==> src/hdl/battery_level_from_adc_top_defines.svh <==
// Assertion macros for the one file that checks its own logic.
// Each macro samples on the rising edge of clk and is disabled during reset.
`ifndef BATTERY_LEVEL_FROM_ADC_TOP_DEFINES_SVH
`define BATTERY_LEVEL_FROM_ADC_TOP_DEFINES_SVH

// The consequent must hold in the same cycle as the antecedent.
`define BLFA_ASSERT_NOW(lbl, ante, cons, msg) \
	lbl: assert property (@(posedge clk) disable iff (!arst_n) (ante) |-> (cons)) \
		else $error(msg);

// The consequent must hold in the cycle after the antecedent.
`define BLFA_ASSERT_NEXT(lbl, ante, cons, msg) \
	lbl: assert property (@(posedge clk) disable iff (!arst_n) (ante) |=> (cons)) \
		else $error(msg);

`endif

==> src/hdl/blfa_pkg.sv <==
`timescale 1ns / 1ps

package blfa_pkg;

	// Field widths.
	localparam int unsigned RAW_W     = 13;
	localparam int unsigned VOLT_W    = 13;
	localparam int unsigned LEVEL_W   = 14;
	localparam int unsigned MV_W      = 14;
	localparam int unsigned CFG_W     = 14;
	localparam int unsigned CFG_IDX_W = 3;

	// Shared multiplier and divider widths.
	localparam int unsigned MUL_W     = 16;
	localparam int unsigned PROD_W    = 2 * MUL_W;
	localparam int unsigned DIV_N_W   = 28;
	localparam int unsigned DIV_D_W   = 13;
	localparam int unsigned DIV_Q_W   = 15;
	localparam int unsigned DIV_CNT_W = 4;

	localparam logic [LEVEL_W-1:0]      LEVEL_MAX   = 14'd10000;
	localparam logic signed [MUL_W-1:0] ADC_SCALE   = 16'sd4000;
	// Reciprocal of five: floor(x*MV_RECIP >> MV_RECIP_SH) is floor(x/5)
	// for every x below 43690.
	localparam logic signed [MUL_W-1:0] MV_RECIP    = 16'sd26215;
	localparam int unsigned             MV_RECIP_SH = 17;
	localparam logic signed [15:0]      MV_SAT_MAX  = 16'sd8191;
	localparam logic signed [15:0]      MV_SAT_MIN  = -16'sd8192;

	// Register reset values.
	localparam logic [VOLT_W-1:0]  FULL_V_RST  = 13'd4200;
	localparam logic [VOLT_W-1:0]  KNEE1_V_RST = 13'd3660;
	localparam logic [LEVEL_W-1:0] KNEE1_L_RST = 14'd5000;
	localparam logic [VOLT_W-1:0]  KNEE2_V_RST = 13'd3600;
	localparam logic [LEVEL_W-1:0] KNEE2_L_RST = 14'd2100;
	localparam logic [VOLT_W-1:0]  KNEE3_V_RST = 13'd3560;
	localparam logic [LEVEL_W-1:0] KNEE3_L_RST = 14'd1000;
	localparam logic [VOLT_W-1:0]  EMPTY_V_RST = 13'd3100;

	typedef enum logic [CFG_IDX_W-1:0] {
		REG_FULL_V  = 3'd0,
		REG_KNEE1_V = 3'd1,
		REG_KNEE1_L = 3'd2,
		REG_KNEE2_V = 3'd3,
		REG_KNEE2_L = 3'd4,
		REG_KNEE3_V = 3'd5,
		REG_KNEE3_L = 3'd6,
		REG_EMPTY_V = 3'd7
	} cfg_reg_t;

	typedef enum logic [3:0] {
		S_IDLE,
		S_MUL_RAW,
		S_SCALE,
		S_MUL_MV,
		S_LOAD_MV,
		S_TOP_CHECK,
		S_WALK,
		S_MUL_SLOPE,
		S_DIV_GO,
		S_DIV_SLOPE
	} fsm_state_t;

	typedef struct packed {
		logic                 start;
		logic [DIV_N_W-1:0]   dividend;
		logic [DIV_D_W-1:0]   divisor;
	} div_req_t;

	typedef struct packed {
		logic                 done;
		logic [DIV_Q_W-1:0]   quotient;
	} div_rsp_t;

	// Clamps a signed level to the range 0..LEVEL_MAX.
	function automatic logic [LEVEL_W-1:0] clamp_level(input logic signed [16:0] v);
		logic [LEVEL_W-1:0] r;
		if (v < 0) begin
			r = '0;
		end else if (v > $signed({3'b000, LEVEL_MAX})) begin
			r = LEVEL_MAX;
		end else begin
			r = v[LEVEL_W-1:0];
		end
		return r;
	endfunction

endpackage

==> src/hdl/blfa_mul.sv <==
`timescale 1ns / 1ps

// Signed multiplier with a registered product.
module blfa_mul (
	input  logic                                    clk,
	input  logic signed [blfa_pkg::MUL_W-1:0]       a,
	input  logic signed [blfa_pkg::MUL_W-1:0]       b,
	output logic signed [blfa_pkg::PROD_W-1:0]      prod_q
);

	always_ff @(posedge clk) begin
		prod_q <= a * b;
	end

endmodule

==> src/hdl/blfa_div.sv <==
`timescale 1ns / 1ps

// Restoring divider, one quotient bit per cycle. The dividend must be below
// the divisor shifted left by the quotient width.
module blfa_div (
	input  logic                 clk,
	input  logic                 arst_n,
	input  blfa_pkg::div_req_t   req,
	output blfa_pkg::div_rsp_t   rsp
);

	localparam int unsigned DSH_W = blfa_pkg::DIV_D_W + blfa_pkg::DIV_Q_W - 1;

	logic [blfa_pkg::DIV_N_W-1:0]   rem_q;
	logic [DSH_W-1:0]               dsh_q;
	logic [blfa_pkg::DIV_Q_W-1:0]   quo_q;
	logic [blfa_pkg::DIV_CNT_W-1:0] cnt_q;
	logic                           run_q;
	logic                           done_q;
	logic                           fits;

	assign fits = rem_q >= blfa_pkg::DIV_N_W'(dsh_q);

	always_ff @(posedge clk or negedge arst_n) begin
		if (!arst_n) begin
			run_q  <= 1'b0;
			done_q <= 1'b0;
			cnt_q  <= '0;
		end else begin
			done_q <= 1'b0;
			if (req.start) begin
				run_q <= 1'b1;
				cnt_q <= blfa_pkg::DIV_CNT_W'(blfa_pkg::DIV_Q_W);
			end else if (run_q) begin
				cnt_q <= cnt_q - 1'b1;
				if (cnt_q == blfa_pkg::DIV_CNT_W'(1)) begin
					run_q  <= 1'b0;
					done_q <= 1'b1;
				end
			end
		end
	end

	always_ff @(posedge clk) begin
		if (req.start) begin
			rem_q <= req.dividend;
			dsh_q <= {req.divisor, {(blfa_pkg::DIV_Q_W-1){1'b0}}};
			quo_q <= '0;
		end else if (run_q) begin
			if (fits) begin
				rem_q <= rem_q - blfa_pkg::DIV_N_W'(dsh_q);
			end
			quo_q <= {quo_q[blfa_pkg::DIV_Q_W-2:0], fits};
			dsh_q <= dsh_q >> 1;
		end
	end

	assign rsp.done     = done_q;
	assign rsp.quotient = quo_q;

endmodule

==> src/hdl/battery_level_from_adc_top.sv <==
`timescale 1ns / 1ps

// Battery voltage and remaining charge from one ADC sample. A transaction
// starts at a rising edge where start is high and busy is low. The sample is
// scaled to millivolts (2*600*(raw*4000 >>> ADC_BITS)/1000, truncated toward
// zero, saturated to 14 bits signed) and then looked up on a five-point
// discharge curve whose voltages and middle levels come from the eight
// configuration registers. The result on battery_mv and level_pptt is
// marked by done, high for exactly one cycle, and the receiver cannot stall
// it, so capture it in that cycle. A transaction ends at the top check when
// the voltage is at or above the top point; otherwise the curve walk visits
// one to four points and then either ends or goes on to interpolate. done
// rises in the same cycle that busy falls, and a new start is taken in that
// same cycle. The cost is set by the one shared restoring divider, which
// delivers one quotient bit per cycle and is used only for the interpolation,
// and by the curve walk, which checks one point per cycle. The millivolt
// scaling uses the shared multiplier twice, once for the ADC scale and once
// for a reciprocal multiply by one fifth. Configuration is written through
// cfg_wen, cfg_index and cfg_data and must only be written while busy is
// low.
module battery_level_from_adc_top #(
	parameter int unsigned ADC_BITS = 12
) (
	input  logic                                  clk,
	input  logic                                  arst_n,
	input  logic                                  start,
	output logic                                  busy,
	input  logic signed [blfa_pkg::RAW_W-1:0]     raw_sample,
	output logic                                  done,
	output logic signed [blfa_pkg::MV_W-1:0]      battery_mv,
	output logic        [blfa_pkg::LEVEL_W-1:0]   level_pptt,
	input  logic                                  cfg_wen,
	input  logic        [blfa_pkg::CFG_IDX_W-1:0] cfg_index,
	input  logic        [blfa_pkg::CFG_W-1:0]     cfg_data
);

	// Configuration registers.
	logic [blfa_pkg::VOLT_W-1:0]  full_v_q, knee1_v_q, knee2_v_q, knee3_v_q, empty_v_q;
	logic [blfa_pkg::LEVEL_W-1:0] knee1_l_q, knee2_l_q, knee3_l_q;

	// Sequencer and datapath registers.
	blfa_pkg::fsm_state_t state_q, state_d;
	logic [2:0]                            idx_q;
	logic                                  done_q;
	logic signed [blfa_pkg::MUL_W-1:0]     mul_a_q, mul_b_q;
	logic signed [blfa_pkg::MV_W-1:0]      mv_q;
	logic [blfa_pkg::DIV_D_W-1:0]          span_q;
	logic                                  neg_q;
	logic [blfa_pkg::LEVEL_W-1:0]          level_q;

	// Shared units.
	logic signed [blfa_pkg::PROD_W-1:0]    prod;
	blfa_pkg::div_req_t                    div_req;
	blfa_pkg::div_rsp_t                    div_rsp;

	// Datapath wires.
	logic signed [blfa_pkg::PROD_W-1:0]    prod_shr;
	logic signed [15:0]                    q_s;
	logic signed [15:0]                    q_neg;
	logic signed [15:0]                    q_mag;
	logic [blfa_pkg::PROD_W-blfa_pkg::MV_RECIP_SH-1:0] fifth;
	logic [15:0]                           mv_mag;
	logic signed [blfa_pkg::PROD_W-1:0]    prod_neg;
	logic [blfa_pkg::DIV_N_W-1:0]          prod_mag;
	logic signed [15:0]                    mv_wide;
	logic signed [blfa_pkg::MV_W-1:0]      mv_sat;
	logic signed [14:0]                    mv_ext;
	logic [blfa_pkg::VOLT_W-1:0]           volt_cur, volt_prev;
	logic [blfa_pkg::LEVEL_W-1:0]          lvl_cur, lvl_prev;
	logic signed [14:0]                    volt_cur_s;
	logic signed [14:0]                    dl_s, dv_s;
	logic [blfa_pkg::VOLT_W-1:0]           span_d;
	logic                                  at_top, mv_lt_cur, walk_more, span_zero;
	logic signed [16:0]                    sq_s, res_s;

	// Sequencer outputs.
	logic                                  ld_raw, ld_scale, ld_slope, ld_mv, ld_neg;
	logic                                  set_idx1, idx_inc;
	logic                                  fin;
	logic [blfa_pkg::LEVEL_W-1:0]          fin_level;

	// ------------------------------------------------------------------
	// Configuration port. Indexes cover all eight registers.
	// ------------------------------------------------------------------
	always_ff @(posedge clk or negedge arst_n) begin
		if (!arst_n) begin
			full_v_q  <= blfa_pkg::FULL_V_RST;
			knee1_v_q <= blfa_pkg::KNEE1_V_RST;
			knee1_l_q <= blfa_pkg::KNEE1_L_RST;
			knee2_v_q <= blfa_pkg::KNEE2_V_RST;
			knee2_l_q <= blfa_pkg::KNEE2_L_RST;
			knee3_v_q <= blfa_pkg::KNEE3_V_RST;
			knee3_l_q <= blfa_pkg::KNEE3_L_RST;
			empty_v_q <= blfa_pkg::EMPTY_V_RST;
		end else if (cfg_wen) begin
			unique case (cfg_index)
				blfa_pkg::REG_FULL_V:  full_v_q  <= cfg_data[blfa_pkg::VOLT_W-1:0];
				blfa_pkg::REG_KNEE1_V: knee1_v_q <= cfg_data[blfa_pkg::VOLT_W-1:0];
				blfa_pkg::REG_KNEE1_L: knee1_l_q <= cfg_data;
				blfa_pkg::REG_KNEE2_V: knee2_v_q <= cfg_data[blfa_pkg::VOLT_W-1:0];
				blfa_pkg::REG_KNEE2_L: knee2_l_q <= cfg_data;
				blfa_pkg::REG_KNEE3_V: knee3_v_q <= cfg_data[blfa_pkg::VOLT_W-1:0];
				blfa_pkg::REG_KNEE3_L: knee3_l_q <= cfg_data;
				blfa_pkg::REG_EMPTY_V: empty_v_q <= cfg_data[blfa_pkg::VOLT_W-1:0];
				default: ;
			endcase
		end
	end

	// ------------------------------------------------------------------
	// Shared multiplier and divider.
	// ------------------------------------------------------------------
	blfa_mul u_mul (
		.clk    (clk),
		.a      (mul_a_q),
		.b      (mul_b_q),
		.prod_q (prod)
	);

	blfa_div u_div (
		.clk    (clk),
		.arst_n (arst_n),
		.req    (div_req),
		.rsp    (div_rsp)
	);

	// ------------------------------------------------------------------
	// Voltage scaling. The shifted product is the floor of raw*4000 over
	// 2**ADC_BITS. Six fifths of it, truncated toward zero, is the magnitude
	// plus a fifth of the magnitude, with the sign put back afterwards. The
	// fifth comes from the multiplier, which holds the magnitude on its first
	// operand while it forms the reciprocal product.
	// ------------------------------------------------------------------
	always_comb begin
		prod_shr = prod >>> ADC_BITS;
		q_s      = prod_shr[15:0];
		q_neg    = -q_s;
		q_mag    = q_s[15] ? q_neg : q_s;

		prod_neg = -prod;
		prod_mag = prod[blfa_pkg::PROD_W-1] ? prod_neg[blfa_pkg::DIV_N_W-1:0]
		                                    : prod[blfa_pkg::DIV_N_W-1:0];

		fifth   = prod[blfa_pkg::PROD_W-1:blfa_pkg::MV_RECIP_SH];
		mv_mag  = $unsigned(mul_a_q) + {1'b0, fifth};
		mv_wide = neg_q ? -$signed(mv_mag) : $signed(mv_mag);
		if (mv_wide < blfa_pkg::MV_SAT_MIN) begin
			mv_sat = blfa_pkg::MV_SAT_MIN[blfa_pkg::MV_W-1:0];
		end else if (mv_wide > blfa_pkg::MV_SAT_MAX) begin
			mv_sat = blfa_pkg::MV_SAT_MAX[blfa_pkg::MV_W-1:0];
		end else begin
			mv_sat = mv_wide[blfa_pkg::MV_W-1:0];
		end
	end

	// ------------------------------------------------------------------
	// Curve points. Point 0 is the full point at LEVEL_MAX and point 4 is
	// the empty point at level zero.
	// ------------------------------------------------------------------
	always_comb begin
		case (idx_q)
			3'd1: begin
				volt_cur  = knee1_v_q;
				lvl_cur   = knee1_l_q;
				volt_prev = full_v_q;
				lvl_prev  = blfa_pkg::LEVEL_MAX;
			end
			3'd2: begin
				volt_cur  = knee2_v_q;
				lvl_cur   = knee2_l_q;
				volt_prev = knee1_v_q;
				lvl_prev  = knee1_l_q;
			end
			3'd3: begin
				volt_cur  = knee3_v_q;
				lvl_cur   = knee3_l_q;
				volt_prev = knee2_v_q;
				lvl_prev  = knee2_l_q;
			end
			3'd4: begin
				volt_cur  = empty_v_q;
				lvl_cur   = '0;
				volt_prev = knee3_v_q;
				lvl_prev  = knee3_l_q;
			end
			default: begin
				volt_cur  = full_v_q;
				lvl_cur   = blfa_pkg::LEVEL_MAX;
				volt_prev = full_v_q;
				lvl_prev  = blfa_pkg::LEVEL_MAX;
			end
		endcase
	end

	// Walk and interpolation terms. When interpolating, the battery voltage
	// lies at or above the current point and below the previous one, so the
	// span is positive and the quotient stays below the level difference.
	always_comb begin
		mv_ext     = {mv_q[blfa_pkg::MV_W-1], mv_q};
		volt_cur_s = $signed({2'b00, volt_cur});
		at_top     = mv_ext >= $signed({2'b00, full_v_q});
		mv_lt_cur  = mv_ext < volt_cur_s;
		walk_more  = (idx_q < 3'd4) && mv_lt_cur;
		span_zero  = volt_prev == volt_cur;
		span_d     = volt_prev - volt_cur;
		dl_s       = $signed({1'b0, lvl_prev}) - $signed({1'b0, lvl_cur});
		dv_s       = mv_ext - volt_cur_s;
		sq_s       = neg_q ? -$signed({2'b00, div_rsp.quotient})
		                   : $signed({2'b00, div_rsp.quotient});
		res_s      = $signed({3'b000, lvl_cur}) + sq_s;
	end

	// ------------------------------------------------------------------
	// Sequencer: next state.
	// ------------------------------------------------------------------
	always_comb begin
		state_d = state_q;
		unique case (state_q)
			blfa_pkg::S_IDLE: begin
				if (start) begin
					state_d = blfa_pkg::S_MUL_RAW;
				end
			end
			blfa_pkg::S_MUL_RAW:   state_d = blfa_pkg::S_SCALE;
			blfa_pkg::S_SCALE:     state_d = blfa_pkg::S_MUL_MV;
			blfa_pkg::S_MUL_MV:    state_d = blfa_pkg::S_LOAD_MV;
			blfa_pkg::S_LOAD_MV:   state_d = blfa_pkg::S_TOP_CHECK;
			blfa_pkg::S_TOP_CHECK: begin
				state_d = at_top ? blfa_pkg::S_IDLE : blfa_pkg::S_WALK;
			end
			blfa_pkg::S_WALK: begin
				if (walk_more) begin
					state_d = blfa_pkg::S_WALK;
				end else if (mv_lt_cur || span_zero) begin
					state_d = blfa_pkg::S_IDLE;
				end else begin
					state_d = blfa_pkg::S_MUL_SLOPE;
				end
			end
			blfa_pkg::S_MUL_SLOPE: state_d = blfa_pkg::S_DIV_GO;
			blfa_pkg::S_DIV_GO:    state_d = blfa_pkg::S_DIV_SLOPE;
			blfa_pkg::S_DIV_SLOPE: begin
				if (div_rsp.done) begin
					state_d = blfa_pkg::S_IDLE;
				end
			end
			default: state_d = blfa_pkg::S_IDLE;
		endcase
	end

	// ------------------------------------------------------------------
	// Sequencer: outputs.
	// ------------------------------------------------------------------
	always_comb begin
		ld_raw           = 1'b0;
		ld_scale         = 1'b0;
		ld_slope         = 1'b0;
		ld_mv            = 1'b0;
		ld_neg           = 1'b0;
		set_idx1         = 1'b0;
		idx_inc          = 1'b0;
		fin              = 1'b0;
		fin_level        = '0;
		div_req.start    = 1'b0;
		div_req.dividend = prod_mag;
		div_req.divisor  = span_q;
		unique case (state_q)
			blfa_pkg::S_IDLE: begin
				ld_raw = start;
			end
			blfa_pkg::S_SCALE: begin
				ld_neg   = 1'b1;
				ld_scale = 1'b1;
			end
			blfa_pkg::S_LOAD_MV: begin
				ld_mv = 1'b1;
			end
			blfa_pkg::S_TOP_CHECK: begin
				set_idx1  = 1'b1;
				fin       = at_top;
				fin_level = blfa_pkg::LEVEL_MAX;
			end
			blfa_pkg::S_WALK: begin
				if (walk_more) begin
					idx_inc = 1'b1;
				end else if (mv_lt_cur || span_zero) begin
					fin       = 1'b1;
					fin_level = blfa_pkg::clamp_level($signed({3'b000, lvl_cur}));
				end else begin
					ld_slope = 1'b1;
				end
			end
			blfa_pkg::S_DIV_GO: begin
				ld_neg        = 1'b1;
				div_req.start = 1'b1;
			end
			blfa_pkg::S_DIV_SLOPE: begin
				fin       = div_rsp.done;
				fin_level = blfa_pkg::clamp_level(res_s);
			end
			default: ;
		endcase
	end

	// ------------------------------------------------------------------
	// Sequencer and control registers.
	// ------------------------------------------------------------------
	always_ff @(posedge clk or negedge arst_n) begin
		if (!arst_n) begin
			state_q <= blfa_pkg::S_IDLE;
			idx_q   <= '0;
			done_q  <= 1'b0;
		end else begin
			state_q <= state_d;
			done_q  <= fin;
			if (set_idx1) begin
				idx_q <= 3'd1;
			end else if (idx_inc) begin
				idx_q <= idx_q + 3'd1;
			end
		end
	end

	// Payload registers.
	always_ff @(posedge clk) begin
		if (ld_raw) begin
			mul_a_q <= blfa_pkg::MUL_W'(raw_sample);
			mul_b_q <= blfa_pkg::ADC_SCALE;
		end else if (ld_scale) begin
			mul_a_q <= q_mag;
			mul_b_q <= blfa_pkg::MV_RECIP;
		end else if (ld_slope) begin
			mul_a_q <= {dl_s[14], dl_s};
			mul_b_q <= {dv_s[14], dv_s};
			span_q  <= span_d;
		end
		if (ld_neg) begin
			neg_q <= (state_q == blfa_pkg::S_SCALE) ? q_s[15]
			                                         : prod[blfa_pkg::PROD_W-1];
		end
		if (ld_mv) begin
			mv_q <= mv_sat;
		end
		if (fin) begin
			level_q <= fin_level;
		end
	end

	assign busy       = state_q != blfa_pkg::S_IDLE;
	assign done       = done_q;
	assign battery_mv = mv_q;
	assign level_pptt = level_q;

	// ------------------------------------------------------------------
	// Assertions.
	// ------------------------------------------------------------------
	`include "battery_level_from_adc_top_defines.svh"

	`BLFA_ASSERT_NOW(a_done_idle, done, !busy, "result strobe while a transaction is in progress")
	`BLFA_ASSERT_NEXT(a_start_busy, start && !busy, busy, "accepted transaction did not raise busy")
	`BLFA_ASSERT_NOW(a_level_range, done, level_pptt <= blfa_pkg::LEVEL_MAX, "level out of range")
	`BLFA_ASSERT_NOW(a_div_owner, div_rsp.done, state_q == blfa_pkg::S_DIV_SLOPE, "divider finished outside the interpolation step")

endmodule

==> config.mk <==
export PLATFORM = sky130hd
export DESIGN_NAME = battery_level_from_adc_top
export DESIGN_NICKNAME = d
export VERILOG_FILES = /design/src/hdl/blfa_pkg.sv /design/src/hdl/blfa_mul.sv /design/src/hdl/blfa_div.sv /design/src/hdl/battery_level_from_adc_top.sv
export VERILOG_INCLUDE_DIRS = /design/src /design/src/hdl
export SDC_FILE = /design/constraint.sdc
export NUM_CORES = 1
export LEC_CHECK = 0
export ABC_CLOCK_PERIOD_IN_PS = 7200
export BUFFER_PORTS_ARGS = -buffer_cell sky130_fd_sc_hd__buf_4
export CORE_MARGIN = 2
export CORE_UTILIZATION = 40
export CTS_BUF_LIST = sky130_fd_sc_hd__clkbuf_8
export CTS_CLUSTER_SIZE = 8
export DETAILED_ROUTE_END_ITERATION = 8
export MAX_ROUTING_LAYER = met4
export PLACE_DENSITY = 0.58
export SLEW_MARGIN = 20
export SYNTH_ARGS = -nofsm -noshare
export SYNTH_HDL_FRONTEND = slang
export SYNTH_HIERARCHICAL = 1
export SYNTH_SLANG_ARGS = --single-unit
==> constraint.sdc <==
create_clock -name clk -period 7.2 [get_ports clk]
set_clock_uncertainty 0.2 [all_clocks]
set_input_delay 1.8 -clock clk [delete_from_list [all_inputs] [get_ports clk]]
set_output_delay 1.8 -clock clk [all_outputs]
set_load 0.05 [all_outputs]
==> results of run 1 <==
-- routing by layer --
metal / GRT usage, % / share of wire [%] / wire length (µm) / vias up
li1: - / - / - / 10521
met1: 31.6 / 47 / 37900 / 11165
met2: 35.1 / 45 / 36600 / 633
met3: 2.65 / 5.5 / 4420 / 106
met4: 5.12 / 2.1 / 1680 / 0
met5: - / 0 / 0 / -
-- flip-flops by register name (all words and copies together) (netlist names), 14 cells and up --
register,cells
level_pptt,14
u_div/rem_q,28
mul_b_q,16
knee3_l_q,14
battery_mv,14
u_div/dsh_q,27
u_div/quo_q,15
mul_a_q,16
u_mul/prod_q,32
knee1_l_q,14
knee2_l_q,14
-- placed cells by master (no fill, tap or decap), drive strengths merged, types with 97 or more instances in the layout --
master  count
inv       436
mux2       97
nand2     308
a21oi     169
and2      131
xnor2     128
edfxtp     99
nor2      162
buf       106
ha        201
fa        268
o21ai     171
-- cells by family (layout without fill, tap and decap cells) --
logic type,Yosys count,count (layout),share of synthesized area (%)
simple gates,847,847,14.4
fa+ha+maj,469,469,27.4
mux,132,132,5.01
buf+inv,541,619,7.33
compound gates,624,624,14.4
other cells,0,1,0
xor+xnor,169,169,5.14
flops,297,297,26.4
-- final cells by class --
class                      count  area share [%]
antenna                        1         0.00797
inverter                     412            4.92
clock inverter                41           0.912
multi-input combinational   2241            61.0
timing repair buffer         106            2.57
clock buffer                  60            2.63
tap                          950            3.78
sequential                   297            24.2
-- through the flow --
step | instances | instance area, µm²
after global placement | 4006 | 30300
after global routing | 4108 | 31400
final | 4108 | 31400
after detailed placement | 4006 | 30300
after floorplan | 3079 | 28800
after CTS | 4107 | 31400
-- path summary, 6_finish.rpt --
kind,to,slack (ns)
max reg2reg,u_mul/prod_q[31]$_DFF_P_,0.43
min,empty_v_q[8]$_DFFE_PN0P_,0.31
max,u_mul/prod_q[31]$_DFF_P_,0.43
min reg2reg,empty_v_q[8]$_DFFE_PN0P_,0.31
max in group asynchronous,full_v_q[7]$_DFFE_PN0P_,4.46
min in group asynchronous,knee1_l_q[0]$_DFFE_PN0P_,1.03
-- worst max-delay path: cells and delay by family, from the launching register on --
kind	cells	cell delay [ns]
buffers and inverters	3	0.26
and+or+nand+nor	3	0.65
AOI/OAI and AO/OA	3	0.74
muxes	1	0.13
adders and majority gates	7	3.79
DFF	1	0.87
==> out/qor.yml, run 1 <==
grt:
  grt_pass1_vias: 22361
  grt_first_pass_wirelength_mm: 128
  grt_max_degree: 70
  track_usage_pct: 22.6
  grt_antenna_before_repair: 1
  gr-total-overflow: 0
timing:
  fin_crit_sh_pct: 94.0
  slew_violations: 0
  worstMarginPinSlew_ns: 1.08
  rsz0062_at_grt: "false"
  hold_violations: 0
  fin_ws_ns: 0.429
  period_minus_slack_ns: 6.77
  relSlewSlack_pct: 27.4
  setup_viol: 0
  finalSetupTns_ns: 0
  holdWs_ns: 0.308
  fmax_mhz: 148
clock_tree:
  post_cts_buffers: 0
  cts_buffers: 54
  clock_sinks: 297
  cts_hold_buf: 0
  clk_pin_slew_ns: 0.06
  cts_resized: 0
  clk_latency_ns: 0.71
  h-tree-depth: 2
  cts_tree: "done"
  clock_path_buffers: 3
  ctsRootBufferMaster: "clkbuf_8"
floorplan:
  core_mm2: 0.0714
  die-height_um: 272
  rows: 98
  die_area_mm2: 0.0742
  io_pins: 64
  start_util_pct: 40.4
  die_x_um: 272
synth:
  async_flop_share_pct: 40.7
  yosysSeqAreaShare_pct: 26.4
  synth_most_common_cell: "inv_1"
  avgSynthCellArea_um2: 9.35
  ys.flop_type: "edfxtp_1"
  synth_edf_count: 99
  synthTopCellsByCount: "inv_1, nand2_1, fa_1"
  synth_top_cell_by_area: "fa_1"
  synth-seq-cells: 297
  ys.warnings.count: 6
  yosys-top-cells-area: "fa_1, edfxtp_1, ha_1"
  synth.top_cell.area_share_pct: 18.6
  synth_fp_nets: 3582
  ys_types: 101
  synthCells: 3079
  synth_area_mm2: 0.0288
critical_path:
  path_class: "reg2reg"
  cp_max_fo: 17
  slowest_stage: "fa_1"
  cpPeakStageDelay_ns: 0.88
  endpoint_kind: "register"
  worstReg2RegStart: "mul_b_q[1]$_SDFFE_PP0P_"
  crit_arrival_ns: 7.12
  required_ns: 7.55
  cp_cell_sequence: "nand2_1 -> inv_1 -> fa_1 -> fa_1 -> fa_1 -> fa_1 -> fa_1 -> inv_1 -> fa_1 -> inv_1 -> ha_1 -> nand3_1 -> nor3b_1 -> a21oi_2 -> o21ai_2 -> mux2i_1 -> a2111oi_2"
  crit_path_start: "mul_b_q[1]$_SDFFE_PP0P_"
  crit_top_cell: "fa_1"
  critPathLaunchType: "register"
  reg2regPathDepth: 17
finish:
  fill_cells: 7017
  final_core_util_pct: 44.0
  multi_input_area_mm2: 0.0192
  fin_nets: 3615
  syn_to_final_growth_pct: 9.05
  drive_gt1_share_pct: 11.9
  register_area_mm2: 0.00760
outcome:
  status: "finished clean"
drt:
  ant_nets: 0
  wl_mm: 80.6
  dr.pass1.iters: 8
  drt_iter0_drc: 2018
  detail_route.wl_per_cell_um: 19.6
  via_count: 22425
  vias_per_cell: 5.46
  drc: 0
place:
  gp_congestion: 0.939
  dp_hpwl_mm: 61.6
  pre_cts_ws_ns: 0.513
  numPortBuffers: 63
hold_path:
  min_path_type: "reg2reg"
  holdCritStartpoint: "empty_v_q[8]$_DFFE_PN0P_"
  hold_depth: 1
run:
  drv_cap: 0
Power of run 1 is left out: the tool's default activity adds up to more than one toggle a clock period on the data nets, which glitch-free logic cannot reach.
==> run 2: changes to the inputs <==
--- a/config.mk
+++ b/config.mk
@@ -8,13 +8,15 @@
 export LEC_CHECK = 0
 export ABC_CLOCK_PERIOD_IN_PS = 7200
 export BUFFER_PORTS_ARGS = -buffer_cell sky130_fd_sc_hd__buf_4
+export CELL_PAD_IN_SITES_DETAIL_PLACEMENT = 1
+export CELL_PAD_IN_SITES_GLOBAL_PLACEMENT = 1
 export CORE_MARGIN = 2
 export CORE_UTILIZATION = 40
 export CTS_BUF_LIST = sky130_fd_sc_hd__clkbuf_8
 export CTS_CLUSTER_SIZE = 8
 export DETAILED_ROUTE_END_ITERATION = 8
 export MAX_ROUTING_LAYER = met4
-export PLACE_DENSITY = 0.58
+export PLACE_DENSITY = 0.7
 export SLEW_MARGIN = 20
 export SYNTH_ARGS = -nofsm -noshare
 export SYNTH_HDL_FRONTEND = slang
==> run 2 against run 1 <==
Compared with the run above:
- first-iteration DRC count down 21%
- clock-buffer cell count increased by 11
- sequential share of layout area decreased by 0.19 points
- fmax is essentially flat
- routed wire length increased by 12%
- cell count increased by 0.32%
==> out/qor.yml, run 2 (synthesis results as in run 1) <==
grt:
  grt_max_degree: 69  # -1.4%
  track_usage_pct: 25.2  # +2.6 points
  grt_antenna_before_repair: 2  # +1
  grt_first_pass_wirelength_mm: 142  # +12%
  grt_pass1_vias: 25437  # +14%
  gr-total-overflow: 0  # unchanged
finish:
  layout_common_cells: "inv_1, nand2_1, fa_1"
  largest_reg_flops: 32  # unchanged
  layout_commonest_cell: "inv_1"
  largest_registers: "u_mul/prod_q (32), u_div/rem_q (28), u_div/dsh_q (27)"
  drive_gt1_share_pct: 12.6  # +0.65 points
  fill_cells: 8250  # +18%
  fin_nets: 3624  # +0.25%
  syn_to_final_growth_pct: 9.92
  top_register: "u_mul/prod_q"
critical_path:
  cp_cell_sequence: "nand2_1 -> fa_1 -> fa_1 -> fa_1 -> inv_1 -> fa_1 -> fa_1 -> inv_1 -> fa_1 -> inv_1 -> ha_1 -> o21ai_1 -> o21ai_0 -> nor3b_1 -> a21oi_2 -> o21ai_2 -> mux2i_1 -> a2111oi_2"
  cp_top_family: "adder cells"
  slowest_stage: "edfxtp_1"
  cp_max_fo: 17  # unchanged
  cpPeakStageDelay_ns: 0.86  # -0.02 ns
  path_class: "reg2reg"
  crit_arrival_ns: 7.12  # about the same
  crit_buf_inv: 3  # unchanged
  crit_top_cell: "fa_1"
  endpoint_kind: "register"
  rrSetupSlack_ns: 0.43  # about the same
  required_ns: 7.55  # about the same
  critPathLaunchType: "register"
drt:
  vias_per_cell: 5.60  # +2.5%
  drt_iter0_drc: 1592  # -21%
  ant_nets: 0  # unchanged
  detail_route.wl_per_cell_um: 21.9  # +12%
  drc: 0  # unchanged
  via_count: 23067  # +2.9%
  dr.pass1.iters: 6  # -2
  wl_mm: 90.2  # +12%
place:
  dp_hpwl_mm: 70.3  # +14%
  numPortBuffers: 63  # unchanged
  gp_congestion: 0.877  # -6.5%
  pre_cts_ws_ns: 0.407  # -0.106 ns
timing:
  period_minus_slack_ns: 6.77  # -0.00376 ns
  hold_violations: 0  # unchanged
  fin_ws_ns: 0.433  # +0.00376 ns
  fin_crit_sh_pct: 94.0  # about the same
  slew_violations: 0  # unchanged
  worstMarginPinSlew_ns: 1.08  # -0.00719 ns
  setup_viol: 0  # unchanged
  rsz0062_at_grt: "false"
  relSlewSlack_pct: 28.0  # +0.59 points
  fmax_mhz: 148  # about the same
  finalSetupTns_ns: 0  # unchanged
floorplan:
  io_pins: 64  # unchanged
  die-height_um: 272  # unchanged
  rows: 98  # unchanged
  die_area_mm2: 0.0742  # unchanged
  core_mm2: 0.0714  # unchanged
  start_util_pct: 40.4  # unchanged
  die_x_um: 272  # unchanged
clock_tree:
  clk_latency_ns: 0.68  # -0.03 ns
  clock_sinks: 297  # unchanged
  clk_pin_slew_ns: 0.06  # about the same
  cts_hold_buf: 0  # unchanged
  h-tree-depth: 2  # unchanged
  ctsRootBufferMaster: "clkbuf_8"
  cts_tree: "done"
  cts_buffers: 57  # +5.6%
  clock_path_buffers: 3  # unchanged
outcome:
  status: "finished clean"
hold_path:
  min_path_type: "reg2reg"
run:
  drv_cap: 0  # unchanged
==> run 2: worst reg2reg max path: stages, from the launching register on <==
cell	delay, ns
edfxtp_1	0.86
nand2_1	0.21
fa_1	0.57
fa_1	0.54
fa_1	0.52
inv_1	0.05
fa_1	0.45
fa_1	0.54
inv_1	0.06
fa_1	0.53
inv_1	0.04
ha_1	0.36
o21ai_1	0.15
o21ai_0	0.42
nor3b_1	0.30
a21oi_2	0.15
o21ai_2	0.27
mux2i_1	0.13
a2111oi_2	0.32
==> run 2: path summary, 6_finish.rpt <==
kind,from,to,cells after the start
max in group asynchronous,arst_n,full_v_q[11]$_DFFE_PN0P_,2
max,mul_a_q[12]$_DFFE_PP_,u_mul/prod_q[31]$_DFF_P_,18
min,empty_v_q[7]$_DFFE_PN0P_,empty_v_q[7]$_DFFE_PN0P_,1
min reg2reg,empty_v_q[7]$_DFFE_PN0P_,empty_v_q[7]$_DFFE_PN0P_,1
max reg2reg,mul_a_q[12]$_DFFE_PP_,u_mul/prod_q[31]$_DFF_P_,18
min in group asynchronous,arst_n,u_div/cnt_q[1]$_DFFE_PN0P_,1
==> run 2: layout make-up <==
class,instances,area (µm²),share of cell area (%)
Clock buffer,71,977,3.09
Multi-Input combinational cell,2241,19200,60.5
Tap cell,950,1190,3.75
Timing Repair Buffer,112,853,2.70
Sequential cell,297,7600,24.0
Inverter,412,1550,4.88
Clock inverter,37,327,1.03
Antenna cell,1,2.50,0.00790
==> run 2: what timing repair did <==
item,in CTS,in global routing
setup endpoints to repair,0,1
buffers inserted,0,8
resized for setup,0,0
==> run 2: stage by stage <==
step | util [%] | instance area [µm²] | hold WS, ns | std cells
3_3_place_gp | 42.4 | 30300 | 0.292 | 4004
6_report | 44.4 | 31700 | 0.304 | 4121
3_5_place_dp | 42.4 | 30300 | 0.294 | 4004
4_1_cts | 44.3 | 31600 | 0.307 | 4112
5_1_grt | 44.4 | 31700 | 0.321 | 4120
2_1_floorplan | - | 28800 | 0.265 | 3079
==> run 2: metal layers <==
layer / share of wire, % / track usage [%]
met5: 0 / -
met4: 2.5 / 6.64
met3: 3.6 / 2.09
met2: 49 / 42.0
met1: 45 / 32.9
Power of run 2 is left out for the same reason.
==> run 3: changes to the inputs <==
--- a/config.mk
+++ b/config.mk
@@ -6,17 +6,17 @@
 export SDC_FILE = /design/constraint.sdc
 export NUM_CORES = 1
 export LEC_CHECK = 0
-export ABC_CLOCK_PERIOD_IN_PS = 7200
+export ABC_CLOCK_PERIOD_IN_PS = 6700
 export BUFFER_PORTS_ARGS = -buffer_cell sky130_fd_sc_hd__buf_4
 export CELL_PAD_IN_SITES_DETAIL_PLACEMENT = 1
 export CELL_PAD_IN_SITES_GLOBAL_PLACEMENT = 1
 export CORE_MARGIN = 2
-export CORE_UTILIZATION = 40
+export CORE_UTILIZATION = 52
 export CTS_BUF_LIST = sky130_fd_sc_hd__clkbuf_8
 export CTS_CLUSTER_SIZE = 8
 export DETAILED_ROUTE_END_ITERATION = 8
 export MAX_ROUTING_LAYER = met4
-export PLACE_DENSITY = 0.7
+export PLACE_DENSITY = 0.87
 export SLEW_MARGIN = 20
 export SYNTH_ARGS = -nofsm -noshare
 export SYNTH_HDL_FRONTEND = slang
==> constraint.sdc (replaced) <==
create_clock -name clk -period 6.7 [get_ports clk]
set_clock_uncertainty 0.2 [all_clocks]
set_input_delay 1.675 -clock clk [delete_from_list [all_inputs] [get_ports clk]]
set_output_delay 1.675 -clock clk [all_outputs]
set_load 0.05 [all_outputs]
==> run 3 against run 2 <==
Compared with the run above:
- the run now ends with design-rule violations left
- worst setup slack worse by 0.26 ns
- non-clock buffer count rose by 13
- sequential share of layout area increased by 0.28 points
- first-iteration DRC count up 3.3%
- design area is 1.1% lower
- via count rose by 3.5%
- critical path depth fell by 2
- core utilization is 13 points higher
==> out/qor.yml, run 3 (synthesis results as in run 1) <==
outcome:
  status: "finished with violations"
  violations: "design-rule violations"
critical_path:
  required_ns: 7.07  # -0.48 ns
  crit_path_start: "mul_a_q[15]$_DFFE_PP_"
  worstReg2RegEnd: "u_mul/prod_q[30]$_DFF_P_"
  endpoint_kind: "register"
  critPathLaunchType: "register"
  crit_arrival_ns: 6.89  # -0.23 ns
  path_class: "reg2reg"
  crit_path_end: "u_mul/prod_q[30]$_DFF_P_"
  reg2regPathDepth: 16  # -2
  rrSetupSlack_ns: 0.17  # -0.26 ns
  worstReg2RegStart: "mul_a_q[15]$_DFFE_PP_"
  cp_max_fo: 14  # -3
place:
  dp_hpwl_mm: 71.6  # +1.8%
  gp_congestion: 0.946  # +7.8%
  pre_cts_ws_ns: 0.204  # -0.203 ns
  numPortBuffers: 63  # unchanged
timing:
  fin_crit_sh_pct: 97.4  # +3.4 points
  fin_ws_ns: 0.174  # -0.259 ns
  rsz0062_at_grt: "false"
  worstMarginPinSlew_ns: 1.18  # +0.106 ns
  period_minus_slack_ns: 6.53  # -0.241 ns
  slew_violations: 0  # unchanged
  relSlewSlack_pct: 21.1  # -6.9 points
  hold_violations: 0  # unchanged
  fmax_mhz: 153  # +3.7%
  holdWs_ns: 0.320  # +0.0159 ns
  setup_viol: 0  # unchanged
  finalSetupTns_ns: 0  # unchanged
drt:
  ant_nets: 0  # unchanged
  wl_mm: 93.4  # +3.5%
  vias_per_cell: 6.14  # +9.7%
  drt_iter0_drc: 1644  # +3.3%
  dr.pass1.iters: 9  # +3
  drc: 4  # +4
  via_count: 23865  # +3.5%
  detail_route.wl_per_cell_um: 24.0  # +9.8%
finish:
  layout_commonest_cell: "inv_1"
  final_core_util_pct: 57.0  # +13 points
  top_register: "u_mul/prod_q"
  fin_nets: 3634  # +0.28%
  drive_gt1_share_pct: 12.7  # +0.13 points
  largest_reg_flops: 32  # unchanged
  largest_registers: "u_mul/prod_q (32), u_div/rem_q (28), u_div/dsh_q (27)"
  syn_to_final_growth_pct: 8.66
  layout_common_cells: "inv_1, nand2_1, fa_1"
floorplan:
  die_area_mm2: 0.0573  # -23%
  die-height_um: 239  # -12%
  start_util_pct: 52.5  # +12 points
  io_pins: 64  # unchanged
  core_mm2: 0.0549  # -23%
  rows: 86  # -12%
  die_x_um: 239  # -12%
grt:
  grt_pass1_vias: 26590  # +4.5%
  track_usage_pct: 34.1  # +8.9 points
  gr-total-overflow: 0  # unchanged
  grt_first_pass_wirelength_mm: 147  # +3.2%
  grt_max_degree: 73  # +5.8%
  grt_antenna_before_repair: 4  # +2
hold_path:
  min_path_type: "reg2reg"
clock_tree:
  cts_tree: "done"
  cts_hold_buf: 0  # unchanged
  h-tree-depth: 2  # unchanged
  cts_buffers: 54  # -5.3%
  clk_pin_slew_ns: 0.06  # about the same
  ctsRootBufferMaster: "clkbuf_8"
  clk_latency_ns: 0.68  # about the same
  clock_path_buffers: 3  # unchanged
  clock_sinks: 297  # unchanged
run:
  drv_cap: 0  # unchanged
==> run 3: cell types whose count changed in the layout (fill, tap and decap cells not counted), sizes merged <==
cell	delta
buf	+13
clkbuf	-5
diode	+4
inv	+4
bufinv	-3
clkinvlp	-2
==> run 3: metal layers <==
metal	share of wire (%)	global-route usage, %	wire, µm
met1	40	41.0	37400
met2	49	56.4	45800
met3	6.1	4.85	5680
met4	4.8	16.5	4480
met5	0	-	0
==> run 3: worst max-delay path: stages, from the launching register on <==
cell and delay (ns):
edfxtp_1 0.49, buf_4 0.27, and2_1 0.19, fa_1 0.70
fa_1 0.50, fa_1 0.51, fa_1 0.57, fa_1 0.52
inv_1 0.06, fa_1 0.48, inv_1 0.04, ha_1 0.40
nand4_1 0.18, or4_4 0.61, a211oi_2 0.40, o21ai_1 0.16
xnor2_1 0.14
==> run 3: metrics by stage <==
step | instance area (µm²) | instances
4_1_cts | 31200 | 3879
5_1_grt | 31300 | 3885
6_report | 31300 | 3886
3_5_place_dp | 30100 | 3777
2_1_floorplan | 28800 | 3079
3_3_place_gp | 30100 | 3777
==> run 3: cell type report <==
type,instances,area (µm²)
Clock buffer,66,908
Fill cell,6319,23600
Tap cell,704,881
Inverter,412,1550
Sequential cell,297,7600
Timing Repair Buffer,125,951
Multi-Input combinational cell,2241,19200
Antenna cell,5,12.5
Clock inverter,36,230
==> run 3: how the worst min path moves through the flow <==
| stage | from | to | slack [ns] | cells after the start |
|---|---|---|---|---|
| floorplan | u_div/dsh_q[0]$_SDFFE_PP0P_ | u_div/dsh_q[0]$_SDFFE_PP0P_ | 0.26 | 2 |
| global placement | u_div/dsh_q[0]$_SDFFE_PP0P_ | u_div/dsh_q[0]$_SDFFE_PP0P_ | 0.29 | 2 |
| detailed placement | empty_v_q[0]$_DFFE_PN0P_ | empty_v_q[0]$_DFFE_PN0P_ | 0.31 | 1 |
| CTS | empty_v_q[0]$_DFFE_PN0P_ | empty_v_q[0]$_DFFE_PN0P_ | 0.32 | 1 |
| global route | empty_v_q[6]$_DFFE_PN0P_ | empty_v_q[6]$_DFFE_PN0P_ | 0.34 | 1 |
| finish | empty_v_q[0]$_DFFE_PN0P_ | empty_v_q[0]$_DFFE_PN0P_ | 0.32 | 1 |
==> run 3: what timing repair did <==
item | in CTS | in global routing
endpoints found under the setup margin | 0 | 5
resized for setup | 0 | 4
buffers inserted | 0 | 2
Power of run 3 is left out for the same reason.
